<file path="src/sv/first_fit_pool_allocator_core_macros.svh">
// ---------------------------------------------------------------------------
// First-fit pool allocator: assertion macros
// Shared property shorthands for the allocator's concurrent checks.
// ---------------------------------------------------------------------------
`ifndef FIRST_FIT_POOL_ALLOCATOR_CORE_MACROS_SVH
`define FIRST_FIT_POOL_ALLOCATOR_CORE_MACROS_SVH

// Same-cycle implication, sampled on the rising clock edge outside reset.
`define FFPA_ASSERT_NOW(label, clk, rst, ante, cons, msg) \
   label: assert property (@(posedge clk) disable iff (rst) (ante) |-> (cons)) \
      else $error(msg);

// Next-cycle implication, sampled on the rising clock edge outside reset.
`define FFPA_ASSERT_NEXT(label, clk, rst, ante, cons, msg) \
   label: assert property (@(posedge clk) disable iff (rst) (ante) |=> (cons)) \
      else $error(msg);

`endif

</file>
<file path="src/sv/ffpa_pkg.sv">
// ---------------------------------------------------------------------------
// First-fit pool allocator package
// Shared widths, defaults, operation codes and the block table entry type.
// ---------------------------------------------------------------------------
package ffpa_pkg;

   // Defaults for the top-level parameters.
   localparam int POOL_BYTES_DEF   = 65536;
   localparam int MAX_BLOCKS_DEF   = 64;
   localparam int HEADER_BYTES_DEF = 24;
   localparam int WORD_BYTES_DEF   = 8;

   // Byte offsets and sizes never exceed the 64 KiB pool limit.
   localparam int VAL_W         = 17;
   localparam int MANAGER_BYTES = 16;
   localparam int POOL_LIMIT    = 65536;
   localparam int POOL_MIN      = 64;
   localparam logic [VAL_W-1:0] POOL_RESET = 17'd4096;

   typedef enum logic [1:0] {
      OP_ALLOC   = 2'd0,
      OP_FREE    = 2'd1,
      OP_LARGEST = 2'd2,
      OP_REINIT  = 2'd3
   } op_type;

   // One block table entry: header offset, data size, free mark.
   typedef struct packed {
      logic [VAL_W-1:0] start;
      logic [VAL_W-1:0] bytes;
      logic             free;
   } entry_type;

endpackage

</file>
<file path="src/sv/ffpa_req_if.sv">
// ---------------------------------------------------------------------------
// First-fit pool allocator request channel
// Valid/ready channel carrying one operation beat.
// ---------------------------------------------------------------------------
interface ffpa_req_if;
   logic        valid;
   logic        ready;
   logic [1:0]  operation;
   logic [15:0] request_size;
   logic [15:0] free_offset;

   modport source (output valid, output operation, output request_size,
                   output free_offset, input ready);
   modport sink   (input valid, input operation, input request_size,
                   input free_offset, output ready);
endinterface

</file>
<file path="src/sv/ffpa_rsp_if.sv">
// ---------------------------------------------------------------------------
// First-fit pool allocator response channel
// Valid/ready channel carrying one result beat.
// ---------------------------------------------------------------------------
interface ffpa_rsp_if;
   logic        valid;
   logic        ready;
   logic [15:0] alloc_offset;
   logic        ok;
   logic [15:0] largest_free;

   modport source (output valid, output alloc_offset, output ok,
                   output largest_free, input ready);
   modport sink   (input valid, input alloc_offset, input ok,
                   input largest_free, output ready);
endinterface

</file>
<file path="src/sv/ffpa_ram.sv">
// ---------------------------------------------------------------------------
// First-fit pool allocator RAM
// Generic one-write, one-read memory with registered read data.
// ---------------------------------------------------------------------------
module ffpa_ram #(
   parameter int WIDTH = 8,
   parameter int DEPTH = 16
) (
   input  logic                     clock,
   input  logic                     wr_en,
   input  logic [$clog2(DEPTH)-1:0] wr_addr,
   input  logic [WIDTH-1:0]         wr_data,
   input  logic [$clog2(DEPTH)-1:0] rd_addr,
   output logic [WIDTH-1:0]         rd_data
);

   logic [WIDTH-1:0] mem_ff [DEPTH];
   logic [WIDTH-1:0] rd_data_ff;

   // Write port and registered read port.
   always_ff @(posedge clock) begin
      if (wr_en) begin
         mem_ff[wr_addr] <= wr_data;
      end
      rd_data_ff <= mem_ff[rd_addr];
   end

   assign rd_data = rd_data_ff;

endmodule

</file>
<file path="src/sv/ffpa_round.sv">
// ---------------------------------------------------------------------------
// First-fit pool allocator request rounding
// Rounds a request up to a word multiple by reciprocal multiplication.
// ---------------------------------------------------------------------------
module ffpa_round import ffpa_pkg::*; #(
   parameter int WORD_BYTES = WORD_BYTES_DEF
) (
   input  logic             clock,
   input  logic             reset,
   input  logic             start,
   input  logic [15:0]      value,
   output logic             done,
   output logic [VAL_W-1:0] rounded
);

   // The reciprocal of the word size is exact for every 17-bit dividend.
   localparam int SH    = VAL_W + $clog2(WORD_BYTES);
   localparam int RECIP = ((1 << SH) + WORD_BYTES - 1) / WORD_BYTES;
   localparam int PW    = VAL_W + SH;

   logic             done_ff, done_in;
   logic [15:0]      val_ff, val_in;
   logic [VAL_W-1:0] sum;
   logic [PW-1:0]    prod;
   logic [VAL_W-1:0] quot;

   // Capture the request; the rounded value is ready in the following cycle.
   always_comb begin
      done_in = start;
      val_in  = start ? value : val_ff;
   end

   always_ff @(posedge clock) begin
      if (reset) begin
         done_ff <= 1'b0;
      end else begin
         done_ff <= done_in;
      end
      val_ff <= val_in;
   end

   // Divide the value plus the word size less one, then scale back up.
   assign sum     = {1'b0, val_ff} + VAL_W'(WORD_BYTES - 1);
   assign prod    = PW'(sum) * PW'(RECIP);
   assign quot    = VAL_W'(prod >> SH);
   assign rounded = VAL_W'(quot * VAL_W'(WORD_BYTES));
   assign done    = done_ff;

endmodule

</file>
<file path="src/sv/first_fit_pool_allocator_core.sv">
// ---------------------------------------------------------------------------
// First-fit pool allocator core
// Address-ordered block table in RAM, walked by a small sequencer that
// merges free runs, finds the first fit, splits blocks and frees them.
// ---------------------------------------------------------------------------
//  Channel  Dir  Beat contents
//  req_ch   in   operation, request_size, free_offset
//  rsp_ch   out  alloc_offset, ok, largest_free
//  csr_*    in   pool_size write (csr_we, csr_wdata)
//
// The table RAM has a single registered read port, so every table walk reads
// one entry at a time. After reset the block writes the initial entry before
// it takes a request. One result may wait in the output register; a second one
// holds the sequencer, and so the next request, until it leaves.
// ---------------------------------------------------------------------------
module first_fit_pool_allocator_core import ffpa_pkg::*; #(
   parameter int POOL_BYTES   = POOL_BYTES_DEF,
   parameter int MAX_BLOCKS   = MAX_BLOCKS_DEF,
   parameter int HEADER_BYTES = HEADER_BYTES_DEF,
   parameter int WORD_BYTES   = WORD_BYTES_DEF
) (
   input  logic             clock,
   input  logic             reset,
   ffpa_req_if.sink         req_ch,
   ffpa_rsp_if.source       rsp_ch,
   input  logic             csr_we,
   input  logic [VAL_W-1:0] csr_wdata
);

   `include "first_fit_pool_allocator_core_macros.svh"

   localparam int IW = $clog2(MAX_BLOCKS);
   localparam int CW = $clog2(MAX_BLOCKS + 1);
   localparam int POOL_HI = (POOL_BYTES < POOL_LIMIT) ? POOL_BYTES : POOL_LIMIT;
   localparam logic [VAL_W-1:0] HI_V  = VAL_W'(POOL_HI);
   localparam logic [VAL_W-1:0] MIN_V = VAL_W'(POOL_MIN);
   localparam logic [VAL_W-1:0] HB_V  = VAL_W'(HEADER_BYTES);
   localparam logic [VAL_W-1:0] OVH_V = VAL_W'(MANAGER_BYTES + HEADER_BYTES);
   localparam logic [VAL_W-1:0] FLOOR_V = VAL_W'(HEADER_BYTES + WORD_BYTES);
   localparam logic [VAL_W-1:0] MGR_V = VAL_W'(MANAGER_BYTES);
   localparam logic [CW-1:0]    MAX_C = CW'(MAX_BLOCKS);
   localparam int EW = $bits(entry_type);

   typedef enum logic [3:0] {
      S_INIT, S_IDLE, S_ROUND, S_MRD, S_MWT, S_MEND,
      S_SHR, S_SHW, S_SPL1, S_SPL2, S_FRD, S_FWT, S_DONE
   } state_type;

   state_type        state_ff;
   logic [VAL_W-1:0] pool_ff;
   logic [CW-1:0]    count_ff;
   logic [CW-1:0]    idx_ff;
   logic [IW-1:0]    wp_ff;
   entry_type        pend_ff;
   logic             fit_found_ff;
   logic [IW-1:0]    fit_idx_ff;
   logic [VAL_W-1:0] fit_start_ff;
   logic [VAL_W-1:0] fit_bytes_ff;
   logic [VAL_W-1:0] best_ff;
   logic [VAL_W-1:0] r_ff;
   op_type           op_ff;
   logic [15:0]      off_ff;
   logic             init_rsp_ff;
   logic [15:0]      res_off_ff;
   logic             res_ok_ff;
   logic [15:0]      res_lg_ff;
   logic             rsp_valid_ff;
   logic [15:0]      rsp_off_ff;
   logic             rsp_ok_ff;
   logic [15:0]      rsp_lg_ff;

   logic             wr_en;
   logic [IW-1:0]    wr_addr;
   entry_type        wr_data;
   logic [IW-1:0]    rd_addr;
   logic [EW-1:0]    rd_raw;
   entry_type        rd_e;
   entry_type        init_e;
   logic [VAL_W-1:0] pool_c;
   logic             round_start;
   logic             round_done;
   logic [VAL_W-1:0] round_val;
   logic             fin_fit;
   logic             join_now;
   logic             accept;
   logic [CW-1:0]    count_new;

   assign rd_e   = entry_type'(rd_raw);
   assign accept = req_ch.valid && req_ch.ready;
   assign req_ch.ready = (state_ff == S_IDLE);

   // Initial single free block from the clamped pool size.
   always_comb begin
      pool_c = pool_ff;
      if (pool_c < MIN_V) pool_c = MIN_V;
      if (pool_c > HI_V)  pool_c = HI_V;
      init_e.start = MGR_V;
      init_e.bytes = (pool_c > OVH_V) ? pool_c - OVH_V : '0;
      init_e.free  = 1'b1;
   end

   // Checks on the merged entry being retired to the table.
   assign fin_fit  = pend_ff.free && !fit_found_ff &&
                     ({1'b0, pend_ff.bytes} >= ({1'b0, r_ff} + {1'b0, HB_V}));
   assign join_now = pend_ff.free && rd_e.free;
   assign count_new = CW'(wp_ff) + CW'(1);

   // Table RAM port control.
   always_comb begin
      wr_en   = 1'b0;
      wr_addr = wp_ff;
      wr_data = pend_ff;
      rd_addr = idx_ff[IW-1:0];
      case (state_ff)
         S_INIT: begin
            wr_en   = 1'b1;
            wr_addr = '0;
            wr_data = init_e;
         end
         S_MWT: begin
            wr_en = (idx_ff != '0) && !join_now;
         end
         S_MEND: begin
            wr_en = 1'b1;
         end
         S_SHW: begin
            wr_en   = 1'b1;
            wr_addr = IW'(idx_ff + CW'(1));
            wr_data = rd_e;
         end
         S_SPL1: begin
            wr_en   = 1'b1;
            wr_addr = fit_idx_ff;
            wr_data = '{start: fit_start_ff, bytes: r_ff, free: 1'b0};
         end
         S_SPL2: begin
            wr_en   = 1'b1;
            wr_addr = fit_idx_ff + IW'(1);
            wr_data = '{start: fit_start_ff + HB_V + r_ff,
                        bytes: fit_bytes_ff - r_ff - HB_V, free: 1'b1};
         end
         S_FWT: begin
            wr_en   = ((rd_e.start + HB_V) == {1'b0, off_ff});
            wr_addr = idx_ff[IW-1:0];
            wr_data = '{start: rd_e.start, bytes: rd_e.bytes, free: 1'b1};
         end
         default: begin
            wr_en = 1'b0;
         end
      endcase
   end

   assign round_start = accept && (op_type'(req_ch.operation) == OP_ALLOC);

   ffpa_round #(.WORD_BYTES(WORD_BYTES)) u_round (
      .clock   (clock),
      .reset   (reset),
      .start   (round_start),
      .value   (req_ch.request_size),
      .done    (round_done),
      .rounded (round_val)
   );

   ffpa_ram #(.WIDTH(EW), .DEPTH(MAX_BLOCKS)) u_table (
      .clock   (clock),
      .wr_en   (wr_en),
      .wr_addr (wr_addr),
      .wr_data (EW'(wr_data)),
      .rd_addr (rd_addr),
      .rd_data (rd_raw)
   );

   // Sequencer and result registers.
   always_ff @(posedge clock) begin
      if (reset) begin
         state_ff     <= S_INIT;
         pool_ff      <= POOL_RESET;
         count_ff     <= CW'(1);
         init_rsp_ff  <= 1'b0;
         rsp_valid_ff <= 1'b0;
      end else begin
         if (csr_we) begin
            pool_ff <= csr_wdata;
         end
         if (rsp_valid_ff && rsp_ch.ready && (state_ff != S_DONE)) begin
            rsp_valid_ff <= 1'b0;
         end
         case (state_ff)
            S_INIT: begin
               count_ff <= CW'(1);
               state_ff <= init_rsp_ff ? S_DONE : S_IDLE;
            end
            S_IDLE: begin
               if (accept) begin
                  op_ff        <= op_type'(req_ch.operation);
                  off_ff       <= req_ch.free_offset;
                  res_off_ff   <= '0;
                  res_ok_ff    <= 1'b1;
                  res_lg_ff    <= '0;
                  idx_ff       <= '0;
                  wp_ff        <= '0;
                  fit_found_ff <= 1'b0;
                  best_ff      <= FLOOR_V;
                  r_ff         <= '0;
                  init_rsp_ff  <= 1'b1;
                  case (op_type'(req_ch.operation))
                     OP_ALLOC:   state_ff <= S_ROUND;
                     OP_FREE:    state_ff <= S_FRD;
                     OP_LARGEST: state_ff <= S_MRD;
                     OP_REINIT:  state_ff <= S_INIT;
                     default:    state_ff <= S_INIT;
                  endcase
               end
            end
            S_ROUND: begin
               if (round_done) begin
                  r_ff     <= round_val;
                  state_ff <= S_MRD;
               end
            end
            S_MRD: begin
               state_ff <= S_MWT;
            end
            S_MWT: begin
               // Fold the entry into the pending run or retire the run.
               if (idx_ff == '0) begin
                  pend_ff <= rd_e;
               end else if (join_now) begin
                  pend_ff.bytes <= pend_ff.bytes + rd_e.bytes + HB_V;
               end else begin
                  if (fin_fit) begin
                     fit_found_ff <= 1'b1;
                     fit_idx_ff   <= wp_ff;
                     fit_start_ff <= pend_ff.start;
                     fit_bytes_ff <= pend_ff.bytes;
                  end
                  if (pend_ff.free && (pend_ff.bytes > best_ff)) begin
                     best_ff <= pend_ff.bytes;
                  end
                  wp_ff   <= wp_ff + IW'(1);
                  pend_ff <= rd_e;
               end
               idx_ff   <= idx_ff + CW'(1);
               state_ff <= ((idx_ff + CW'(1)) == count_ff) ? S_MEND : S_MRD;
            end
            S_MEND: begin
               count_ff <= count_new;
               if (op_ff == OP_LARGEST) begin
                  if (pend_ff.free && (pend_ff.bytes > best_ff)) begin
                     res_lg_ff <= 16'(pend_ff.bytes - FLOOR_V);
                  end else begin
                     res_lg_ff <= 16'(best_ff - FLOOR_V);
                  end
                  state_ff <= S_DONE;
               end else if ((!fit_found_ff && !fin_fit) || (count_new >= MAX_C)) begin
                  res_ok_ff <= 1'b0;
                  state_ff  <= S_DONE;
               end else begin
                  if (!fit_found_ff) begin
                     fit_found_ff <= 1'b1;
                     fit_idx_ff   <= wp_ff;
                     fit_start_ff <= pend_ff.start;
                     fit_bytes_ff <= pend_ff.bytes;
                     state_ff     <= S_SPL1;
                  end else if ((CW'(fit_idx_ff) + CW'(1)) < count_new) begin
                     idx_ff   <= count_new - CW'(1);
                     state_ff <= S_SHR;
                  end else begin
                     state_ff <= S_SPL1;
                  end
               end
            end
            S_SHR: begin
               state_ff <= S_SHW;
            end
            S_SHW: begin
               // Move entries up one place to open the split slot.
               if (idx_ff == (CW'(fit_idx_ff) + CW'(1))) begin
                  state_ff <= S_SPL1;
               end else begin
                  idx_ff   <= idx_ff - CW'(1);
                  state_ff <= S_SHR;
               end
            end
            S_SPL1: begin
               res_off_ff <= 16'(fit_start_ff + HB_V);
               state_ff   <= S_SPL2;
            end
            S_SPL2: begin
               count_ff <= count_ff + CW'(1);
               state_ff <= S_DONE;
            end
            S_FRD: begin
               state_ff <= S_FWT;
            end
            S_FWT: begin
               if ((rd_e.start + HB_V) == {1'b0, off_ff}) begin
                  state_ff <= S_DONE;
               end else if ((idx_ff + CW'(1)) == count_ff) begin
                  res_ok_ff <= 1'b0;
                  state_ff  <= S_DONE;
               end else begin
                  idx_ff   <= idx_ff + CW'(1);
                  state_ff <= S_FRD;
               end
            end
            S_DONE: begin
               // Hand the result to the output register once it is free.
               if (!rsp_valid_ff || rsp_ch.ready) begin
                  rsp_valid_ff <= 1'b1;
                  rsp_off_ff   <= res_off_ff;
                  rsp_ok_ff    <= res_ok_ff;
                  rsp_lg_ff    <= res_lg_ff;
                  state_ff     <= S_IDLE;
               end
            end
            default: begin
               state_ff <= S_IDLE;
            end
         endcase
      end
   end

   assign rsp_ch.valid        = rsp_valid_ff;
   assign rsp_ch.alloc_offset = rsp_off_ff;
   assign rsp_ch.ok           = rsp_ok_ff;
   assign rsp_ch.largest_free = rsp_lg_ff;

   // Concurrent checks on the sequencer and result register.
   `FFPA_ASSERT_NOW(a_count_bound, clock, reset, 1'b1, count_ff <= MAX_C,
      "block count beyond table depth")
   `FFPA_ASSERT_NEXT(a_busy_after_accept, clock, reset, accept, !req_ch.ready,
      "request taken while a request is still in work")
   `FFPA_ASSERT_NOW(a_fail_no_offset, clock, reset, rsp_valid_ff && !rsp_ok_ff,
      rsp_off_ff == '0, "failed result carries a nonzero offset")
   `FFPA_ASSERT_NOW(a_offset_xor_largest, clock, reset,
      rsp_valid_ff && (rsp_lg_ff != '0), rsp_off_ff == '0,
      "result carries both an offset and a largest size")

endmodule
</file>
<file path="src/flat_wrapper.sv">
// flat-port wrapper written by rule: the top's interface ports become plain ports
module first_fit_pool_allocator_core_flat import ffpa_pkg::*;
#(
   parameter int POOL_BYTES   = POOL_BYTES_DEF,
   parameter int MAX_BLOCKS   = MAX_BLOCKS_DEF,
   parameter int HEADER_BYTES = HEADER_BYTES_DEF,
   parameter int WORD_BYTES   = WORD_BYTES_DEF
)
  (clock, reset, csr_we, csr_wdata, req_ch_valid, req_ch_operation, req_ch_request_size, req_ch_free_offset, req_ch_ready, rsp_ch_valid, rsp_ch_alloc_offset, rsp_ch_ok, rsp_ch_largest_free, rsp_ch_ready);
  ffpa_req_if req_ch_i ();
  ffpa_rsp_if rsp_ch_i ();
  input  logic clock;
  input  logic reset;
  input  logic csr_we;
  input  logic [VAL_W-1:0] csr_wdata;
  input wire logic [$bits(req_ch_i.valid)-1:0] req_ch_valid;
  input wire logic [$bits(req_ch_i.operation)-1:0] req_ch_operation;
  input wire logic [$bits(req_ch_i.request_size)-1:0] req_ch_request_size;
  input wire logic [$bits(req_ch_i.free_offset)-1:0] req_ch_free_offset;
  output wire logic [$bits(req_ch_i.ready)-1:0] req_ch_ready;
  output wire logic [$bits(rsp_ch_i.valid)-1:0] rsp_ch_valid;
  output wire logic [$bits(rsp_ch_i.alloc_offset)-1:0] rsp_ch_alloc_offset;
  output wire logic [$bits(rsp_ch_i.ok)-1:0] rsp_ch_ok;
  output wire logic [$bits(rsp_ch_i.largest_free)-1:0] rsp_ch_largest_free;
  input wire logic [$bits(rsp_ch_i.ready)-1:0] rsp_ch_ready;
  assign req_ch_i.valid = req_ch_valid;
  assign req_ch_i.operation = req_ch_operation;
  assign req_ch_i.request_size = req_ch_request_size;
  assign req_ch_i.free_offset = req_ch_free_offset;
  assign req_ch_ready = req_ch_i.ready;
  assign rsp_ch_valid = rsp_ch_i.valid;
  assign rsp_ch_alloc_offset = rsp_ch_i.alloc_offset;
  assign rsp_ch_ok = rsp_ch_i.ok;
  assign rsp_ch_largest_free = rsp_ch_i.largest_free;
  assign rsp_ch_i.ready = rsp_ch_ready;
  first_fit_pool_allocator_core #(.POOL_BYTES(POOL_BYTES), .MAX_BLOCKS(MAX_BLOCKS), .HEADER_BYTES(HEADER_BYTES), .WORD_BYTES(WORD_BYTES)) u_core (.clock(clock), .reset(reset), .req_ch(req_ch_i), .rsp_ch(rsp_ch_i), .csr_we(csr_we), .csr_wdata(csr_wdata));
endmodule
</file>
<file path="config.mk">
export PLATFORM = sky130hd
export DESIGN_NAME = first_fit_pool_allocator_core_flat
export DESIGN_NICKNAME = d
export VERILOG_FILES = /design/src/sv/ffpa_pkg.sv /design/src/sv/ffpa_req_if.sv /design/src/sv/ffpa_rsp_if.sv /design/src/sv/ffpa_ram.sv /design/src/sv/ffpa_round.sv /design/src/sv/first_fit_pool_allocator_core.sv /design/src/flat_wrapper.sv
export VERILOG_INCLUDE_DIRS = /design/src /design/src/sv
export SDC_FILE = /design/constraint.sdc
export NUM_CORES = 2
export LEC_CHECK = 0
export ABC_AREA = 1
export ABC_CLOCK_PERIOD_IN_PS = 10790
export BUFFER_PORTS_ARGS = -buffer_cell sky130_fd_sc_hd__clkbuf_2
export CORE_MARGIN = 2
export CORE_UTILIZATION = 50
export CTS_CLUSTER_DIAMETER = 150
export DETAILED_ROUTE_END_ITERATION = 12
export MAX_ROUTING_LAYER = met4
export PLACE_DENSITY_LB_ADDON = 0.2
export SYNTH_ARGS = -nofsm -noshare
export SYNTH_HDL_FRONTEND = slang
export SYNTH_SLANG_ARGS = --single-unit
</file>
<file path="constraint.sdc">
create_clock -name clock -period 10.79 [get_ports clock]
set_clock_uncertainty 0.15 [all_clocks]
set_input_delay 1.079 -clock clock [delete_from_list [all_inputs] [get_ports clock]]
set_output_delay 1.079 -clock clock [all_outputs]
set_load 0.01 [all_outputs]
</file>
## Word-level counts from Yosys, hierarchy flattened

Memory sizes are Yosys's and may differ from the RTL's. A register that Yosys moved wholly into a read port is not among the register bits.
Index checks and enable logic that the tools add are counted.

- Bits in read-only memories: 0
- Bits in writable memories: 2,240
- Output and inout bits: 35
- Bits in registers: 254
- Memories kept: 1
- Input bits: 56
- Bits in latches: 0

- $mul: 0
- Magnitude comparators: 7
- Bitwise gates (word level): 1
- Equal/unequal tests: 39
- Reductions and logical operators: 45
- Divide/modulo/power cells: 0
- Shift operators: 0
- Add/sub/neg operators: 20
- Mux-type cells: 90

Memory list:

| name | words | bits a word | rd ports | clocked after Yosys merged registers in | write ports | RTL line | text |
|---|---|---|---|---|---|---|---|
| u_core.u_table.mem_ff | 64 | 35 | 1 | 1 | 1 | ffpa_ram.sv:17 | `logic [WIDTH-1:0] mem_ff [DEPTH];` |

Operator list:

| cell | number |
|---|---|
| $mux 17 | 23 |
| $pmux 35 s5 | 1 |
| $pmux 17 s2 | 4 |
| $pmux 16 s2 | 2 |
| $mux 7 | 8 |
| $mux 6 | 9 |
| $pmux 4 s13 | 1 |
| $add 17x5->17 const B | 3 |
| $mux 16 | 3 |
| $mux 4 | 10 |
| $mux 35 | 1 |
| $pmux 7 s5 | 1 |
| $add 17x17->17 | 2 |
| $sub 16x6->16 const B | 2 |
| $pmux 6 s5 | 1 |
| $pmux 6 s2 | 2 |
| $ne 2x2->1 const B | 11 |
| $pmux 7 s3 | 1 |
| $eq 4x4->1 const B | 5 |
| $add 17x5->18 const B | 1 |
| $ge 17x18->1 | 1 |
| $add 16x3->17 const B | 1 |
| $eq 17x16->1 | 1 |
| $gt 17x17->1 | 1 |
| other kinds (44) | 107 |

## Depth between registers and ports, before layout

- Depth in word-level cells: 9
- Gate-level depth with buffers: 21
- Depth with buffers taken out: 21

## By module

Synthesis repeated with hierarchy kept, for this count alone.

- Cell total of the unflattened synthesis: 9,421
- Area, all modules: 107,448.1 sq um

By module, submodules not included:

| module | sequential area each (sq um) | cells each | area each (sq um) | instances |
|---|---|---|---|---|
| ffpa_ram | 67,965.2 | 7,418 | 90,732.0 | 1 |
| first_fit_pool_allocator_core | 6,816.5 | 1,894 | 15,777.6 | 1 |
| ffpa_round | 500.5 | 109 | 938.4 | 1 |

## Worst setup path before layout

Ideal clock, no wire load.

- Path kind: reg2reg
- Start point: register u_core.r_ff[4]
- End point: register u_core.fit_bytes_ff[0], enable pin
- Setup time: 0.537 ns
- Stages on the path, launching flop included: 19
- Data required time: 10.103 ns
- Path buffers: 0
- Arrival time: 6.217 ns
- Clock period less this slack: 6.905 ns
- Setup slack: 3.885 ns
- Cells stage by stage: edfxtp_1 inv_1 ha_1 nor2_1 inv_1 nor3_1 nand2_1 xor2_1 ha_1 nand2_1 inv_1 nand4_1 nor2_1 nand3_1 nand3_1 nand2_1 nand2_1 a21oi_1 nor4_1

- Cells in the longest elaborated chain, start to end: 8

RTL lines:

| what | RTL line | text |
|---|---|---|
| from (decl) | first_fit_pool_allocator_core.sv:60 | `logic [VAL_W-1:0] r_ff;` |
| from (signal assigned) | first_fit_pool_allocator_core.sv:217 | `r_ff <= round_val;` |
| $add 17x5->18 * | first_fit_pool_allocator_core.sv:104 | `({1'b0, pend_ff.bytes} >= ({1'b0, r_ff} + {1'b0, HB_V}));` |
| $ge 17x18->1 * | first_fit_pool_allocator_core.sv:104 |  |
| $logic_and 1x1->1 * | first_fit_pool_allocator_core.sv:103 | `assign fin_fit = pend_ff.free && !fit_found_ff &&` |
| $logic_not 1->1 | first_fit_pool_allocator_core.sv:255 | `end else if ((!fit_found_ff && !fin_fit) \|\| (count_new >= MAX_C)) begin` |
| $logic_and 1x1->1 | first_fit_pool_allocator_core.sv:255 |  |
| $logic_or 1x1->1 | first_fit_pool_allocator_core.sv:255 |  |
| $ne 2x2->1 (no line) | - |  |
| $reduce_and 8->1 (no line) * | - |  |
| to (signal assigned) | first_fit_pool_allocator_core.sv:235 | `fit_bytes_ff <= pend_ff.bytes;` |
| to (signal assigned) | first_fit_pool_allocator_core.sv:263 | `fit_bytes_ff <= pend_ff.bytes;` |
| to (decl) | first_fit_pool_allocator_core.sv:58 | `logic [VAL_W-1:0] fit_bytes_ff;` |

Mark *: on every way between the ends. The rest lies on a longest branch, timed or not.
A chain may end at the register's enable or synchronous reset.

## Worst setup path in the final report

- Start point: register u_core.state_ff[2]
- End point: memory u_core.u_table.mem_ff[17][5] (netlist bit), enable pin

- Cells in the longest elaborated chain, start to end: 5

RTL lines:

| what | RTL line | text |
|---|---|---|
| from (decl) | first_fit_pool_allocator_core.sv:49 | `state_type state_ff;` |
| from (signal assigned) | first_fit_pool_allocator_core.sv:191 | `state_ff <= init_rsp_ff ? S_DONE : S_IDLE;` |
| from (signal assigned) | first_fit_pool_allocator_core.sv:244 | `state_ff <= ((idx_ff + CW'(1)) == count_ff) ? S_MEND : S_MRD;` |
| $eq 4x4->1, or another cell as far along | first_fit_pool_allocator_core.sv:114 | `case (state_ff)` |
| $reduce_or 5->1 (no line) | - |  |
| $pmux 1 s3 | first_fit_pool_allocator_core.sv:114 |  |
| $mux 1 | ffpa_ram.sv:22 | `if (wr_en) begin` |
| $mux 1 (implied by the code) | ffpa_ram.sv:23 | `mem_ff[wr_addr] <= wr_data;` |
| to (decl) | ffpa_ram.sv:17 |  |

Parallel ways exist; a longest one is shown, timed or not.

==> flow_summary.ini <==
[timing]
setup_viol = 0
relSlewSlack_pct = -4.05
fin_setup_tns_ns = 0
finalHoldViolCount = 0
finalCriticalPeriod_ns = 5.26
tightest_slew_ns = 1.56
slew_violations = 1
fmax_mhz = 190
timing.final.crit_share_pct = 48.8
rsz0062_at_grt = no

[global_routing]
grt_antenna_before_repair = 15
first_global_vias = 65204
grt_max_degree = 214
grt_pass1_wl_um = 441000
grt_usage_pct = 29.0
grt_overflow = 0

[worst_setup_path]
path_cells = inv_1 -> nor2_1 -> inv_2 -> nor2_2 -> inv_2 -> nand2_2 -> nor4_4 -> buf_4 -> inv_4 -> o2111ai_2 -> o21ai_4 -> nand4_2 -> nor2_4
cp.required_ns = 11.15
worstSetupStartpointType = flip-flop
worstRegToRegCells = 13
timing.rr.start = u_core.state_ff[2]
path_delay_family = simple AND/OR/NAND/NOR gates
crit_buf_inv = 5
r2r_end = u_core.u_table.mem_ff[17][5]
cp.arrival_ns = 5.62
critPathMaxStageDelay_ns = 1.20
regToRegSetupSlack_ns = 5.53
cpMostUsedCell = inv_2
critPathCaptureType = flip-flop
slowest_stage = nor2_4
critPathMaxFanout = 35
critical_path_class = reg2reg

[floorplanning]
core_area_sq_um = 206000
rows = 167
die-area_sq_um = 211000
die_x_um = 459
initial_core_util_pct = 50.1
dieHeight_um = 459
io_pins = 91

[yosys]
synth_area_per_cell_sq_um = 12.4
syn_inst = 8340
synth.distinct_cells = 68
synthArstFlopShare_pct = 0
synthFlopType = edfxtp_1
synth_edf_count = 2460
ys_ff_latch = 2526
synth_fp_nets = 8518
yosysSeqAreaShare_pct = 72.6
yosys_warnings = 0
syn_area_sq_um = 104000

[clock_tree]
postCtsHoldBufs = 0
numCtsBuffers = 279
root_buffer = clkbuf_16
htreeDepth = 5
cts_resized = 0
clockBufferDepth = 4
clk_pin_slew_ns = 0.06
cts.sinks = 2526
postCtsSetupBuffers = 0
cts_tree = built
clock_latency_ns = 0.94

[cells_and_area]
fin_cells = 11283
final_nets = 8557
final_core_util_pct = 56.2
drive_gt1_share_pct = 9.20
area_growth_pct = 12.2
final_cell_mix = edfxtp_1, nor2_1, o21ai_0, nand2_1, o22ai_1
layout_commonest_cell = edfxtp_1

[run]
maxCapViolations = 0

[worst_hold_path]
holdPathStages = 1
worstHoldEndpoint = u_core.off_ff[15]
holdCritStartpoint = req_ch_free_offset[15]
hold_path_class = in2reg

[pwr]
powerDensity_nw_per_um2 = 293
peakVddDrop_mv = 0.346
p_leak_nw = 38.8

[route]
via_count = 69487
drcViolationCount = 0
antenna_left = 0
postRouteWirelength_um = 302000
viasPerCell = 6.16
firstDrtPassIters = 6
routedWlPerCell_um = 26.8
drt-initial-drc-count = 8626

[status]
violations = max-slew violations
status = finished with violations

[placed_design]
portBuffers = 90
dpl.hpwl_um = 173000
place_inst = 10801
gp_congestion = 0.922
==> worst max path at each step <==
stage	start	endpoint	cells after the start
final	u_core.state_ff[2]	u_core.u_table.mem_ff[17][5]	13
after global routing	u_core.state_ff[2]	u_core.u_table.mem_ff[19][27]	13
after CTS	u_core.state_ff[2]	u_core.u_table.mem_ff[19][23]	13
after detailed placement	u_core.state_ff[2]	u_core.u_table.mem_ff[17][16]	13
after global placement	u_core.state_ff[1]	u_core.u_table.mem_ff[27][1]	11
after floorplan	u_core.r_ff[4]	u_core.fit_bytes_ff[0]	18
==> layout make-up <==
| class | instances | area [sq um] |
|---|---|---|
| fill | 16626 | 90300 |
| clock buffer | 360 | 7510 |
| clock inverter | 114 | 916 |
| multi-input combinational | 4999 | 26100 |
| timing repair buffer | 249 | 1780 |
| tap | 2704 | 3380 |
| antenna | 7 | 17.5 |
| inverter | 324 | 1250 |
| sequential | 2526 | 75200 |
==> flip-flops by register name (all words and copies together) (netlist names), 2 cells and up <==
name                        cells
u_core.best_ff                 17
u_core.count_ff                 7
u_core.fit_bytes_ff            17
u_core.fit_idx_ff               6
u_core.fit_start_ff            17
u_core.idx_ff                   7
u_core.off_ff                  16
u_core.op_ff                    2
u_core.pend_ff                 35
u_core.pool_ff                 17
u_core.r_ff                    14
u_core.res_lg_ff               16
u_core.res_off_ff              16
u_core.rsp_ch.alloc_offset     16
u_core.rsp_ch.largest_free     16
u_core.state_ff                 4
u_core.u_round.val_ff          16
u_core.u_table.mem_ff        2240
u_core.u_table.rd_data         35
u_core.wp_ff                    6
==> where the power goes <==
group	total (mW)	switching, mW	internal, mW
Sequential	15.0	0.516	14.5
Clock	8.98	3.75	5.23
Combinational	10.1	8.13	1.99
Total	34.1	12.4	21.7
==> kinds of logic (layout without fill, tap and decap cells) <==
logic type | after synthesis | count (layout) | share of synthesized area, %
fa+ha+maj | 122 | 122 | 1.49
flops | 2526 | 2526 | 72.6
buf+inv | 815 | 1047 | 3.05
other cells | 0 | 7 | 0
xor+xnor | 60 | 60 | 0.521
simple gates | 2585 | 2585 | 10.2
compound gates | 2232 | 2232 | 12.1
==> layer usage <==
metal	global-route usage [%]	up-vias	wire length, um
met3	5.78	578	29700
li1	-	30810	-
met4	8.99	0	9780
met5	-	-	0
met1	39.8	34639	123000
met2	43.9	3460	140000
==> per-stage QoR <==
step	hold slack, ns	setup WS (ns)	total power, mW	cell area [sq um]
global route	0.188	5.27	35.3	116000
CTS	0.169	5.61	34.0	116000
detailed placement	0.255	5.60	25.1	108000
global placement	0.252	5.76	24.9	108000
floorplan	0.250	3.89	20.4	104000
finish	0.222	5.53	34.1	116000
==> synth_stat cells, types with 3 or more instances <==
cell / instances / area share (%)
edfxtp_1: 2460 / 71
nor2_1: 1406 / 5.1
o21ai_0: 1242 / 6.0
nand2_1: 806 / 2.9
o22ai_1: 574 / 3.5
clkbuf_1: 396 / 1.4
inv_1: 304 / 1.1
a21oi_1: 210 / 1.0
nand3_1: 180 / 0.87
ha_1: 120 / 1.5
nand4_1: 83 / 0.50
dfxtp_1: 66 / 1.3
a221oi_1: 62 / 0.52
buf_2: 61 / 0.29
xor2_1: 44 / 0.37
nor3_1: 35 / 0.17
buf_1: 32 / 0.12
o221ai_1: 27 / 0.23
a22o_1: 21 / 0.18
a31oi_1: 18 / 0.11
or2_2: 17 / 0.10
xnor2_1: 15 / 0.13
nand2_2: 14 / 0.085
inv_2: 12 / 0.044
o2111ai_1: 12 / 0.10
nand3b_1: 10 / 0.073
o21ai_1: 9 / 0.044
a41oi_1: 8 / 0.068
o211ai_1: 7 / 0.051
nor2_2: 6 / 0.036
nor4_1: 6 / 0.036
o21bai_1: 6 / 0.044
a211oi_1: 5 / 0.036
a21o_1: 5 / 0.036
nand4_2: 5 / 0.060
clkinv_1: 4 / 0.014
inv_4: 4 / 0.024
nand4_4: 4 / 0.082
o21a_1: 4 / 0.029
o31ai_1: 3 / 0.022
No activity file was read; power rests on OpenSTA's default activity.
